==> src/design/clp_pkg.sv <==
// Shared types and constants of the calibrated line position core.
// No dependencies; every other file of the block imports this package.
`timescale 1ns / 1ps
`default_nettype none

package clp_pkg;

  // Fixed field widths
  localparam int CH_W        = 4;   // channel index
  localparam int RAW_W       = 10;  // raw sample port
  localparam int CFG_W       = 5;   // widest configuration register
  localparam int CFG_IDX_W   = 1;   // configuration register index
  localparam int VALUE_W     = 10;  // calibrated value 0..1000
  localparam int POS_W       = 14;  // line position
  localparam int WSUM_W      = 28;  // weighted sum accumulator
  localparam int WTOT_W      = 14;  // weight total accumulator
  localparam int MAX_SAMPLE_W = 12; // widest supported sample

  // Divider geometry
  localparam int DIVIDEND_W  = WSUM_W;
  localparam int DIVISOR_W   = WTOT_W;
  localparam int SHORT_Q     = VALUE_W;  // quotient bits of a normalize divide
  localparam int DIV_CNT_W   = $clog2(DIVIDEND_W + 1);

  // Arithmetic constants
  localparam int FULL_SCALE  = 1000;
  localparam int THRESHOLD   = 50;

  // Codes
  localparam logic OP_CALIBRATE = 1'b0;
  localparam logic OP_MEASURE   = 1'b1;

  localparam logic [CFG_IDX_W-1:0] CFG_CHANNELS_IN_USE = 1'b0;
  localparam logic [CFG_IDX_W-1:0] CFG_WHITE_LINE      = 1'b1;

  // Classified sample, as queued between front and back
  typedef struct packed {
    logic             is_meas;   // measurement, else calibration
    logic             ch_known;  // channel below MAX_CHANNELS
    logic             in_scan;   // channel below channels in use
    logic             last;      // channel ends the scan
    logic [CH_W-1:0]  channel;
    logic [RAW_W-1:0] raw;
  } entry_t;

  // Divider request
  typedef struct packed {
    logic start;       // load operands this cycle
    logic short_mode;  // quotient known to fit in SHORT_Q bits
  } div_req_t;

endpackage

`default_nettype wire

==> src/design/calibrated_line_position_core.sv <==
// Top level of the calibrated line position core: configuration registers,
// front end, sample queue and back end. Depends on clp_pkg, clp_front,
// clp_queue and clp_back.
//
// Usage: sample beats (opcode, channel, raw_sample) enter on the
// sample_valid/sample_stall channel. A calibration beat widens the channel's
// stored min/max and gives no result. A measurement beat gives one result
// beat on result_valid/result_stall: the value normalized to 0..1000, and on
// the last channel of a scan also line_found and the weighted line position.
// The front end classifies each beat and drops it into a four-entry queue;
// sample_stall rises only while that queue is full.
// Timing is set by the back end, which works on one beat at a time and owns a
// serial divider giving one quotient bit per cycle. A calibration beat
// passes through S_CAL; a measurement through S_NORM, S_PROD, S_SUM, S_END
// and S_EMIT, with S_NDIV after S_NORM when a normalize divide of ten
// quotient bits is needed, and S_PDIV after S_END at a scan end with a
// nonzero weight total, for the 28-bit position divide.
// A finished result waits in the output register; while the receiver stalls,
// the back end holds the next measurement at its emit step, the queue fills
// and sample_stall rises.
// Reset (rst, synchronous) empties the queue, clears the accumulators, sets
// min to all ones and max to zero for every channel, channels_in_use to 8 and
// white_line to 0. Write configuration only while the block is idle.
`timescale 1ns / 1ps
`default_nettype none

module calibrated_line_position_core #(
  parameter int MAX_CHANNELS = 16,
  parameter int SAMPLE_BITS  = 10,
  parameter int QUEUE_DEPTH  = 4
) (
  input  wire logic                          clk,
  input  wire logic                          rst,
  // configuration write port
  input  wire logic                          cfg_write_en,
  input  wire logic [clp_pkg::CFG_IDX_W-1:0] cfg_index,
  input  wire logic [clp_pkg::CFG_W-1:0]     cfg_data,
  // sample channel
  input  wire logic                          sample_valid,
  output logic                               sample_stall,
  input  wire logic                          opcode,
  input  wire logic [clp_pkg::CH_W-1:0]      channel,
  input  wire logic [clp_pkg::RAW_W-1:0]     raw_sample,
  // result channel
  output logic                               result_valid,
  input  wire logic                          result_stall,
  output logic [clp_pkg::CH_W-1:0]           channel_out,
  output logic [clp_pkg::VALUE_W-1:0]        calibrated_value,
  output logic                               scan_done,
  output logic                               line_found,
  output logic [clp_pkg::POS_W-1:0]          line_position
);
  import clp_pkg::*;

  logic [CFG_W-1:0] channels_in_use;
  logic             white_line;

  logic             q_push;
  logic             q_pop;
  logic             q_full;
  logic             q_empty;
  entry_t           q_entry;
  entry_t           q_head;

  // Configuration registers; indexes outside the list are dropped
  always_ff @(posedge clk) begin
    if (rst) begin
      channels_in_use <= CFG_W'(8);
      white_line      <= 1'b0;
    end else if (cfg_write_en) begin
      case (cfg_index)
        CFG_CHANNELS_IN_USE: channels_in_use <= cfg_data;
        CFG_WHITE_LINE:      white_line      <= cfg_data[0];
        default: ;
      endcase
    end
  end

  // Classify each accepted beat against the current channel count
  clp_front #(
    .MAX_CHANNELS (MAX_CHANNELS)
  ) u_front (
    .sample_valid    (sample_valid),
    .sample_stall    (sample_stall),
    .opcode          (opcode),
    .channel         (channel),
    .raw_sample      (raw_sample),
    .channels_in_use (channels_in_use),
    .q_full          (q_full),
    .q_push          (q_push),
    .q_entry         (q_entry)
  );

  // Decouple the front end from the multi-cycle back end
  clp_queue #(
    .DEPTH (QUEUE_DEPTH)
  ) u_queue (
    .clk      (clk),
    .rst      (rst),
    .push     (q_push),
    .entry_in (q_entry),
    .pop      (q_pop),
    .head     (q_head),
    .full     (q_full),
    .empty    (q_empty)
  );

  // Calibrate, normalize, accumulate and report
  clp_back #(
    .MAX_CHANNELS (MAX_CHANNELS),
    .SAMPLE_BITS  (SAMPLE_BITS)
  ) u_back (
    .clk              (clk),
    .rst              (rst),
    .q_empty          (q_empty),
    .q_head           (q_head),
    .q_pop            (q_pop),
    .white_line       (white_line),
    .result_valid     (result_valid),
    .result_stall     (result_stall),
    .channel_out      (channel_out),
    .calibrated_value (calibrated_value),
    .scan_done        (scan_done),
    .line_found       (line_found),
    .line_position    (line_position)
  );

endmodule

`default_nettype wire

==> src/design/clp_front.sv <==
// Front end: accepts sample beats and classifies them for the back end.
// Depends on clp_pkg.
`timescale 1ns / 1ps
`default_nettype none

module clp_front #(
  parameter int MAX_CHANNELS = 16
) (
  input  wire logic                       sample_valid,
  output logic                            sample_stall,
  input  wire logic                       opcode,
  input  wire logic [clp_pkg::CH_W-1:0]   channel,
  input  wire logic [clp_pkg::RAW_W-1:0]  raw_sample,
  input  wire logic [clp_pkg::CFG_W-1:0]  channels_in_use,
  input  wire logic                       q_full,
  output logic                            q_push,
  output clp_pkg::entry_t                 q_entry
);
  import clp_pkg::*;

  localparam logic [CFG_W-1:0] MAX_CH = CFG_W'(MAX_CHANNELS);

  logic [CFG_W-1:0] used;
  logic [CFG_W-1:0] ch_wide;

  // Clamp the channel count to 1..MAX_CHANNELS
  always_comb begin
    if (channels_in_use == '0) begin
      used = CFG_W'(1);
    end else if (channels_in_use > MAX_CH) begin
      used = MAX_CH;
    end else begin
      used = channels_in_use;
    end
  end

  assign ch_wide = CFG_W'(channel);

  always_comb begin
    q_entry.is_meas  = (opcode == OP_MEASURE);
    q_entry.ch_known = (ch_wide < MAX_CH);
    q_entry.in_scan  = (ch_wide < used);
    q_entry.last     = (ch_wide == used - CFG_W'(1));
    q_entry.channel  = channel;
    q_entry.raw      = raw_sample;
  end

  // Hold off the sender while the queue is full
  assign sample_stall = q_full;
  assign q_push       = sample_valid && !q_full;

endmodule

`default_nettype wire

==> src/design/clp_queue.sv <==
// Short queue of classified samples between front end and back end.
// Depends on clp_pkg.
`timescale 1ns / 1ps
`default_nettype none

module clp_queue #(
  parameter int DEPTH = 4
) (
  input  wire logic            clk,
  input  wire logic            rst,
  input  wire logic            push,
  input  wire clp_pkg::entry_t entry_in,
  input  wire logic            pop,
  output clp_pkg::entry_t      head,
  output logic                 full,
  output logic                 empty
);
  import clp_pkg::*;

  localparam int PTR_W = (DEPTH > 1) ? $clog2(DEPTH) : 1;
  localparam int CNT_W = $clog2(DEPTH + 1);

  entry_t           slots [DEPTH];
  logic [PTR_W-1:0] wr_ptr;
  logic [PTR_W-1:0] rd_ptr;
  logic [CNT_W-1:0] count;

  assign full  = (count == CNT_W'(DEPTH));
  assign empty = (count == '0);
  assign head  = slots[rd_ptr];

  always_ff @(posedge clk) begin
    if (push) begin
      slots[wr_ptr] <= entry_in;
    end
  end

  always_ff @(posedge clk) begin
    if (rst) begin
      wr_ptr <= '0;
      rd_ptr <= '0;
      count  <= '0;
    end else begin
      if (push) begin
        wr_ptr <= (wr_ptr == PTR_W'(DEPTH - 1)) ? '0 : wr_ptr + PTR_W'(1);
      end
      if (pop) begin
        rd_ptr <= (rd_ptr == PTR_W'(DEPTH - 1)) ? '0 : rd_ptr + PTR_W'(1);
      end
      case ({push, pop})
        2'b10:   count <= count + CNT_W'(1);
        2'b01:   count <= count - CNT_W'(1);
        default: count <= count;
      endcase
    end
  end

  assert property (@(posedge clk) disable iff (rst) !(push && full))
    else $error("queue written while full");
  assert property (@(posedge clk) disable iff (rst) !(pop && empty))
    else $error("queue read while empty");
  assert property (@(posedge clk) disable iff (rst) push && !pop |=> !empty)
    else $error("queue lost an entry");

endmodule

`default_nettype wire

==> src/design/clp_div.sv <==
// Restoring serial divider, one quotient bit per cycle, shared by the
// normalize and position divides. Depends on clp_pkg.
`timescale 1ns / 1ps
`default_nettype none

module clp_div (
  input  wire logic                          clk,
  input  wire logic                          rst,
  input  wire clp_pkg::div_req_t             req,
  input  wire logic [clp_pkg::DIVIDEND_W-1:0] dividend,
  input  wire logic [clp_pkg::DIVISOR_W-1:0]  divisor,
  output logic                               done,
  output logic [clp_pkg::DIVIDEND_W-1:0]     quotient
);
  import clp_pkg::*;

  logic [DIVISOR_W-1:0]  rem;
  logic [DIVISOR_W-1:0]  dsr;
  logic [DIVIDEND_W-1:0] quo;
  logic [DIV_CNT_W-1:0]  count;
  logic [DIVISOR_W:0]    shifted;
  logic [DIVISOR_W:0]    diff;
  logic                  fits;

  assign shifted  = {rem, quo[DIVIDEND_W-1]};
  assign fits     = (shifted >= {1'b0, dsr});
  assign diff     = shifted - {1'b0, dsr};
  assign quotient = quo;

  always_ff @(posedge clk) begin
    if (rst) begin
      count <= '0;
      done  <= 1'b0;
    end else begin
      done <= 1'b0;
      if (req.start) begin
        dsr <= divisor;
        if (req.short_mode) begin
          // high dividend bits are already below the divisor: skip them
          rem   <= dividend[DIVISOR_W+SHORT_Q-1:SHORT_Q];
          quo   <= {dividend[SHORT_Q-1:0], (DIVIDEND_W-SHORT_Q)'(0)};
          count <= DIV_CNT_W'(SHORT_Q);
        end else begin
          rem   <= '0;
          quo   <= dividend;
          count <= DIV_CNT_W'(DIVIDEND_W);
        end
      end else if (count != '0) begin
        rem   <= fits ? diff[DIVISOR_W-1:0] : shifted[DIVISOR_W-1:0];
        quo   <= {quo[DIVIDEND_W-2:0], fits};
        count <= count - DIV_CNT_W'(1);
        done  <= (count == DIV_CNT_W'(1));
      end
    end
  end

endmodule

`default_nettype wire

==> src/design/clp_back.sv <==
// Back end: calibration table, normalization, scan accumulators and the
// result register. Depends on clp_pkg and clp_div.
`timescale 1ns / 1ps
`default_nettype none

module clp_back #(
  parameter int MAX_CHANNELS = 16,
  parameter int SAMPLE_BITS  = 10
) (
  input  wire logic                        clk,
  input  wire logic                        rst,
  input  wire logic                        q_empty,
  input  wire clp_pkg::entry_t             q_head,
  output logic                             q_pop,
  input  wire logic                        white_line,
  output logic                             result_valid,
  input  wire logic                        result_stall,
  output logic [clp_pkg::CH_W-1:0]         channel_out,
  output logic [clp_pkg::VALUE_W-1:0]      calibrated_value,
  output logic                             scan_done,
  output logic                             line_found,
  output logic [clp_pkg::POS_W-1:0]        line_position
);
  import clp_pkg::*;

  localparam int IDX_W    = (MAX_CHANNELS > 1) ? $clog2(MAX_CHANNELS) : 1;
  localparam int NPROD_W  = SAMPLE_BITS + 10;  // 1000 * sample difference
  localparam int WPROD_W  = VALUE_W + CH_W;    // value * channel
  localparam logic [VALUE_W-1:0] FULL_V = VALUE_W'(FULL_SCALE);

  typedef enum logic [3:0] {
    S_IDLE, S_CAL, S_NORM, S_NDIV, S_PROD, S_SUM, S_END, S_PDIV, S_EMIT
  } state_t;

  state_t                   state;
  entry_t                   cur;
  logic [SAMPLE_BITS-1:0]   cal_min [MAX_CHANNELS];
  logic [SAMPLE_BITS-1:0]   cal_max [MAX_CHANNELS];
  logic [WSUM_W-1:0]        weighted_sum;
  logic [WTOT_W-1:0]        weight_total;
  logic [VALUE_W-1:0]       value;
  logic [WPROD_W-1:0]       wprod;
  logic                     end_flag;
  logic                     found_flag;
  logic [POS_W-1:0]         pos;

  logic [IDX_W-1:0]         idx;
  logic [MAX_SAMPLE_W-1:0]  raw_wide;
  logic [SAMPLE_BITS-1:0]   raw;
  logic [SAMPLE_BITS-1:0]   lo;
  logic [SAMPLE_BITS-1:0]   hi;
  logic [SAMPLE_BITS-1:0]   num_diff;
  logic [SAMPLE_BITS-1:0]   den_diff;
  logic                     need_div;
  logic [VALUE_W-1:0]       sat_v;
  logic [NPROD_W-1:0]       nprod;
  logic                     emit_fire;

  div_req_t                 div_req;
  logic                     div_done;
  logic [DIVIDEND_W-1:0]    div_dividend;
  logic [DIVISOR_W-1:0]     div_divisor;
  logic [DIVIDEND_W-1:0]    div_quo;

  assign idx      = cur.channel[IDX_W-1:0];
  assign raw_wide = MAX_SAMPLE_W'(cur.raw);
  assign raw      = raw_wide[SAMPLE_BITS-1:0];
  assign lo       = cal_min[idx];
  assign hi       = cal_max[idx];

  // Split the signed normalize into saturated cases and one unsigned divide
  always_comb begin
    need_div = 1'b0;
    sat_v    = '0;
    num_diff = '0;
    if (hi > lo) begin
      den_diff = hi - lo;
      if (raw <= lo) begin
        sat_v = '0;
      end else if (raw >= hi) begin
        sat_v = FULL_V;
      end else begin
        need_div = 1'b1;
        num_diff = raw - lo;
      end
    end else begin
      den_diff = lo - hi;
      if (raw >= lo) begin
        sat_v = '0;
      end else if (raw <= hi) begin
        sat_v = FULL_V;
      end else begin
        need_div = 1'b1;
        num_diff = lo - raw;
      end
    end
  end

  assign nprod = NPROD_W'(num_diff) * NPROD_W'(FULL_SCALE);

  always_comb begin
    div_req.start      = 1'b0;
    div_req.short_mode = 1'b1;
    div_dividend       = DIVIDEND_W'(nprod);
    div_divisor        = DIVISOR_W'(den_diff);
    if (state == S_NORM) begin
      div_req.start = cur.ch_known && (hi != lo) && need_div;
    end else if (state == S_END) begin
      div_req.start      = cur.in_scan && cur.last && (weight_total != '0);
      div_req.short_mode = 1'b0;
      div_dividend       = weighted_sum;
      div_divisor        = weight_total;
    end
  end

  clp_div u_div (
    .clk      (clk),
    .rst      (rst),
    .req      (div_req),
    .dividend (div_dividend),
    .divisor  (div_divisor),
    .done     (div_done),
    .quotient (div_quo)
  );

  assign q_pop     = (state == S_IDLE) && !q_empty;
  assign emit_fire = (state == S_EMIT) && (!result_valid || !result_stall);

  always_ff @(posedge clk) begin
    if (rst) begin
      state        <= S_IDLE;
      result_valid <= 1'b0;
      weighted_sum <= '0;
      weight_total <= '0;
      for (int i = 0; i < MAX_CHANNELS; i++) begin
        cal_min[i] <= '1;
        cal_max[i] <= '0;
      end
    end else begin
      if (emit_fire) begin
        result_valid <= 1'b1;
      end else if (result_valid && !result_stall) begin
        result_valid <= 1'b0;
      end
      case (state)
        S_IDLE: begin
          if (!q_empty) begin
            cur   <= q_head;
            state <= q_head.is_meas ? S_NORM : S_CAL;
          end
        end
        S_CAL: begin
          if (cur.ch_known) begin
            if (raw < lo) begin
              cal_min[idx] <= raw;
            end
            if (raw > hi) begin
              cal_max[idx] <= raw;
            end
          end
          state <= S_IDLE;
        end
        S_NORM: begin
          if (!cur.ch_known || (hi == lo)) begin
            value <= '0;
            state <= S_PROD;
          end else if (need_div) begin
            state <= S_NDIV;
          end else begin
            value <= white_line ? FULL_V - sat_v : sat_v;
            state <= S_PROD;
          end
        end
        S_NDIV: begin
          if (div_done) begin
            value <= white_line ? FULL_V - div_quo[VALUE_W-1:0] : div_quo[VALUE_W-1:0];
            state <= S_PROD;
          end
        end
        S_PROD: begin
          wprod <= WPROD_W'(value) * WPROD_W'(cur.channel);
          state <= S_SUM;
        end
        S_SUM: begin
          if (cur.in_scan && (value > VALUE_W'(THRESHOLD))) begin
            weighted_sum <= weighted_sum + WSUM_W'(WSUM_W'(wprod) * WSUM_W'(FULL_SCALE));
            weight_total <= weight_total + WTOT_W'(value);
          end
          state <= S_END;
        end
        S_END: begin
          end_flag   <= cur.in_scan && cur.last;
          found_flag <= 1'b0;
          pos        <= '0;
          if (cur.in_scan && cur.last) begin
            // divider has latched the sums; clear for the next scan
            weighted_sum <= '0;
            weight_total <= '0;
          end
          if (cur.in_scan && cur.last && (weight_total != '0)) begin
            state <= S_PDIV;
          end else begin
            state <= S_EMIT;
          end
        end
        S_PDIV: begin
          if (div_done) begin
            found_flag <= 1'b1;
            pos        <= div_quo[POS_W-1:0];
            state      <= S_EMIT;
          end
        end
        S_EMIT: begin
          if (emit_fire) begin
            channel_out      <= cur.channel;
            calibrated_value <= value;
            scan_done        <= end_flag;
            line_found       <= found_flag;
            line_position    <= pos;
            state            <= S_IDLE;
          end
        end
        default: state <= S_IDLE;
      endcase
    end
  end

  assert property (@(posedge clk) disable iff (rst)
    result_valid && !scan_done |-> !line_found && (line_position == '0))
    else $error("line report outside a scan end");
  assert property (@(posedge clk) disable iff (rst)
    result_valid |-> calibrated_value <= FULL_V)
    else $error("calibrated value above full scale");
  assert property (@(posedge clk) disable iff (rst)
    div_done |-> (state == S_NDIV) || (state == S_PDIV))
    else $error("divider finished with nobody waiting");

endmodule

`default_nettype wire
==> config.mk <==
export PLATFORM = sky130hd
export DESIGN_NAME = calibrated_line_position_core
export DESIGN_NICKNAME = d
export VERILOG_FILES = /design/src/design/clp_pkg.sv /design/src/design/calibrated_line_position_core.sv /design/src/design/clp_front.sv /design/src/design/clp_queue.sv /design/src/design/clp_div.sv /design/src/design/clp_back.sv
export SDC_FILE = /design/constraint.sdc
export NUM_CORES = 1
export LEC_CHECK = 0
export BUFFER_PORTS_ARGS = -buffer_cell sky130_fd_sc_hd__buf_2
export CAP_MARGIN = 10
export CORE_ASPECT_RATIO = 0.8
export CORE_MARGIN = 2
export CORE_UTILIZATION = 41
export DETAILED_ROUTE_END_ITERATION = 8
export SLEW_MARGIN = 20
export SYNTH_ARGS = -nofsm -noshare
export SYNTH_HDL_FRONTEND = slang
export SYNTH_HIERARCHICAL = 1
export SYNTH_SLANG_ARGS = --single-unit
==> constraint.sdc <==
create_clock -name clk -period 10.8 [get_ports clk]
set_clock_uncertainty 0.1 [all_clocks]
set_input_delay 0.54 -clock clk [delete_from_list [all_inputs] [get_ports clk]]
set_output_delay 0.54 -clock clk [all_outputs]
set_load 0.02 [all_outputs]
==> out/results.ini <==
[finish]
fillers=7612
area_delta_synth_final_pct=10.1
multi_input_area_um2=16300
drive_gt1_share_pct=13.9
final_cell_area_um2=38800
ff_latch_area_um2=17500
layout.cells.non_filler=4080
final_nets=3239

[sta]
tns_ns=0
drv_slew=0
hold_violations=0
max_clock_freq_mhz=100
grt_setup_unrepaired=false
final.period_utilization_pct=92.5
holdWs_ns=0.0329
tightest_slew_ns=1.13
setup_viol=0
relSlewSlack_pct=25.0
fin_crit_ns=9.99

[yosys]
syn_area_per_cell_um2=12.2
yosys_warnings=6
synth_commonest_cells=edfxtp_1 (535), nand2_1 (250), ha_1 (216), inv_1 (186), nor2_1 (157)
ys_ff_latch=604
yosys.area.top_type=edfxtp_1
yosysMostFrequentCell=edfxtp_1
synth_top_area_share_pct=45.6
ys.flop_type=edfxtp_1
netlist_instances=2899
synth.area.top_cells=edfxtp_1 (46%), ha_1 (7.7%), mux4_2 (7.0%)
async_flop_share_pct=0
ys_types=103
synth_area_um2=35200
synth-seq-area-share_pct=49.5
synth-edff-count=535

[floorplan]
coreArea_um2=85400
dieArea_um2=88300
start_util_pct=41.2
rows=96
die_width_um=332
die_h_um=266
top_level_ports=58

[cts]
clkSlewWorstSetupHoldPaths_ns=0.06
cts_buffers=66
cts_resized=0
cts_buffer_depth=3
clock-sinks=604
clk_latency_ns=0.65
cts_root_buffer=clkbuf_16
cts_tree=built
htree_levels=3

[worst_hold_path]
hold_end=u_queue/slots[2][2]
holdPathStages=1
hp-start=raw_sample[2]
hp-class=in2reg

[grt]
overflow=0
grt_max_degree=69
grt_pass1_wl_um=144000
grt_pass1_vias=23300
grt_util_all_layers_pct=21.4
antenna_found_initial=2

[status]
status=completed

[routing]
ant_nets=0
viasPerCell=5.74
drc=0
dr.pass1.iters=6
wire_per_inst_um=22.9
finalWirelength_um=93500
num_vias=23400
drt_iter0_markers=2536

[setup_path]
cpPeakStageDelay_ns=0.70
cpMostUsedCell=fa_1
worst-path-max-fanout=41
slowest_stage=dfxtp_4
arrival_ns=10.26
crit_path_start_kind=register
timing.rr.end=u_back/u_div/quotient[19]
rrSetupSlack_ns=0.81
required_ns=11.07
setup.worst_path.class=reg2reg
crit_path_end_kind=register
worstRegToRegCells=28

[placement]
gp_congestion=0.882
placed_area_um2=36500
dp.cells=3949
portBuffers=57
hpwl_um=66000

[run]
cap_violations=0

[area by class of cell]
cell class / count / area share (%)
clock inverters: 42 / 1.25
multi-input cells: 1928 / 42.0
inverters: 187 / 1.81
well taps: 1127 / 3.64
clock buffers: 79 / 4.38
repair buffers: 112 / 1.93
diodes: 1 / 0.00645
flip-flops and latches: 604 / 45.0
[cells in the final DEF, fill, tap and decap left out, drive strengths merged, types with 52 or more instances in the layout]
cell type	count
edfxtp	535
nand2	251
ha	216
inv	195
nor2	165
nor3	149
a21oi	141
mux4	118
buf	103
fa	98
clkbuf	79
dfxtp	69
and2	68
o21ai	64
xnor2	52
[logic make-up (layout without fill, tap and decap cells)]
| logic type | count (synthesis) | count (layout) | share of synthesized area [%] |
|---|---|---|---|
| mux | 160 | 160 | 8.87 |
| compound gates | 439 | 439 | 8.46 |
| flops | 604 | 604 | 49.5 |
| xor+xnor | 90 | 90 | 2.24 |
| fa+ha+maj | 314 | 314 | 13.2 |
| buf+inv | 372 | 420 | 4.45 |
| other cells | 2 | 8 | 0.0213 |
| simple gates | 918 | 918 | 13.2 |
[routing by layer]
layer  wire, um  vias to the layer above  track usage [%]
met5          0                        -                0
met4       1760                        0             4.83
met3       8430                      119             5.02
met2      40500                      930             31.8
met1      42800                    11700             31.6
li1           -                    10700                -
[worst max path at each step]
stage               slack (ns)  cells after the start                        end
floorplan                 1.89                     30  u_back/u_div/quotient[19]
global placement          0.92                     28  u_back/u_div/quotient[19]
detailed placement        0.87                     28  u_back/u_div/quotient[19]
CTS                       0.81                     28  u_back/u_div/quotient[19]
global route              0.15                     28        u_back/u_div/rem[9]
finish                    0.81                     28  u_back/u_div/quotient[19]
[sequential cells by signal (all words and copies together) (netlist names), 5 cells and up, named ones only]
signal and count:
u_back/cal_max 160, u_back/cal_min 160, u_queue/slots 72, u_back/u_div/quotient 28, u_back/weighted_sum 25, u_back/line_position 14
u_back/pos 14, u_back/u_div/dsr 14, u_back/u_div/rem 14, u_back/weight_total 14, u_back/wprod 14, u_back/calibrated_value 10
u_back/raw 10, u_back/value 10, channels_in_use 5, u_back/u_div/count 5
[repair_timing]
action / 4_1_cts / 5_1_grt
hold endpoints to repair: 36 / 0
buffers inserted: 0 / 0
hold buffers: 9 / 0
[per-stage QoR]
stage / setup slack [ns] / utilization (%)
6_report: 0.813 / 45.4
5_1_grt: 0.146 / 45.4
4_1_cts: 0.806 / 45.4
3_5_place_dp: 0.872 / 42.7
3_3_place_gp: 0.919 / 42.7
2_1_floorplan: 1.89 / -
[critical path: cells and delay by family, from the launching register on]
family                   cells  cell delay, ns
AO/OA/AOI/OAI               10            2.93
adder cells (fa/ha/maj)      6            2.69
multiplexers                 3            1.29
AND/OR/NAND/NOR              4            1.10
flip-flops                   1            0.70
buffers and inverters        4            0.64
XOR/XNOR                     1            0.17
Power is left out: the tool's default activity adds up to more than one toggle a clock period on the data nets, which glitch-free logic cannot reach.
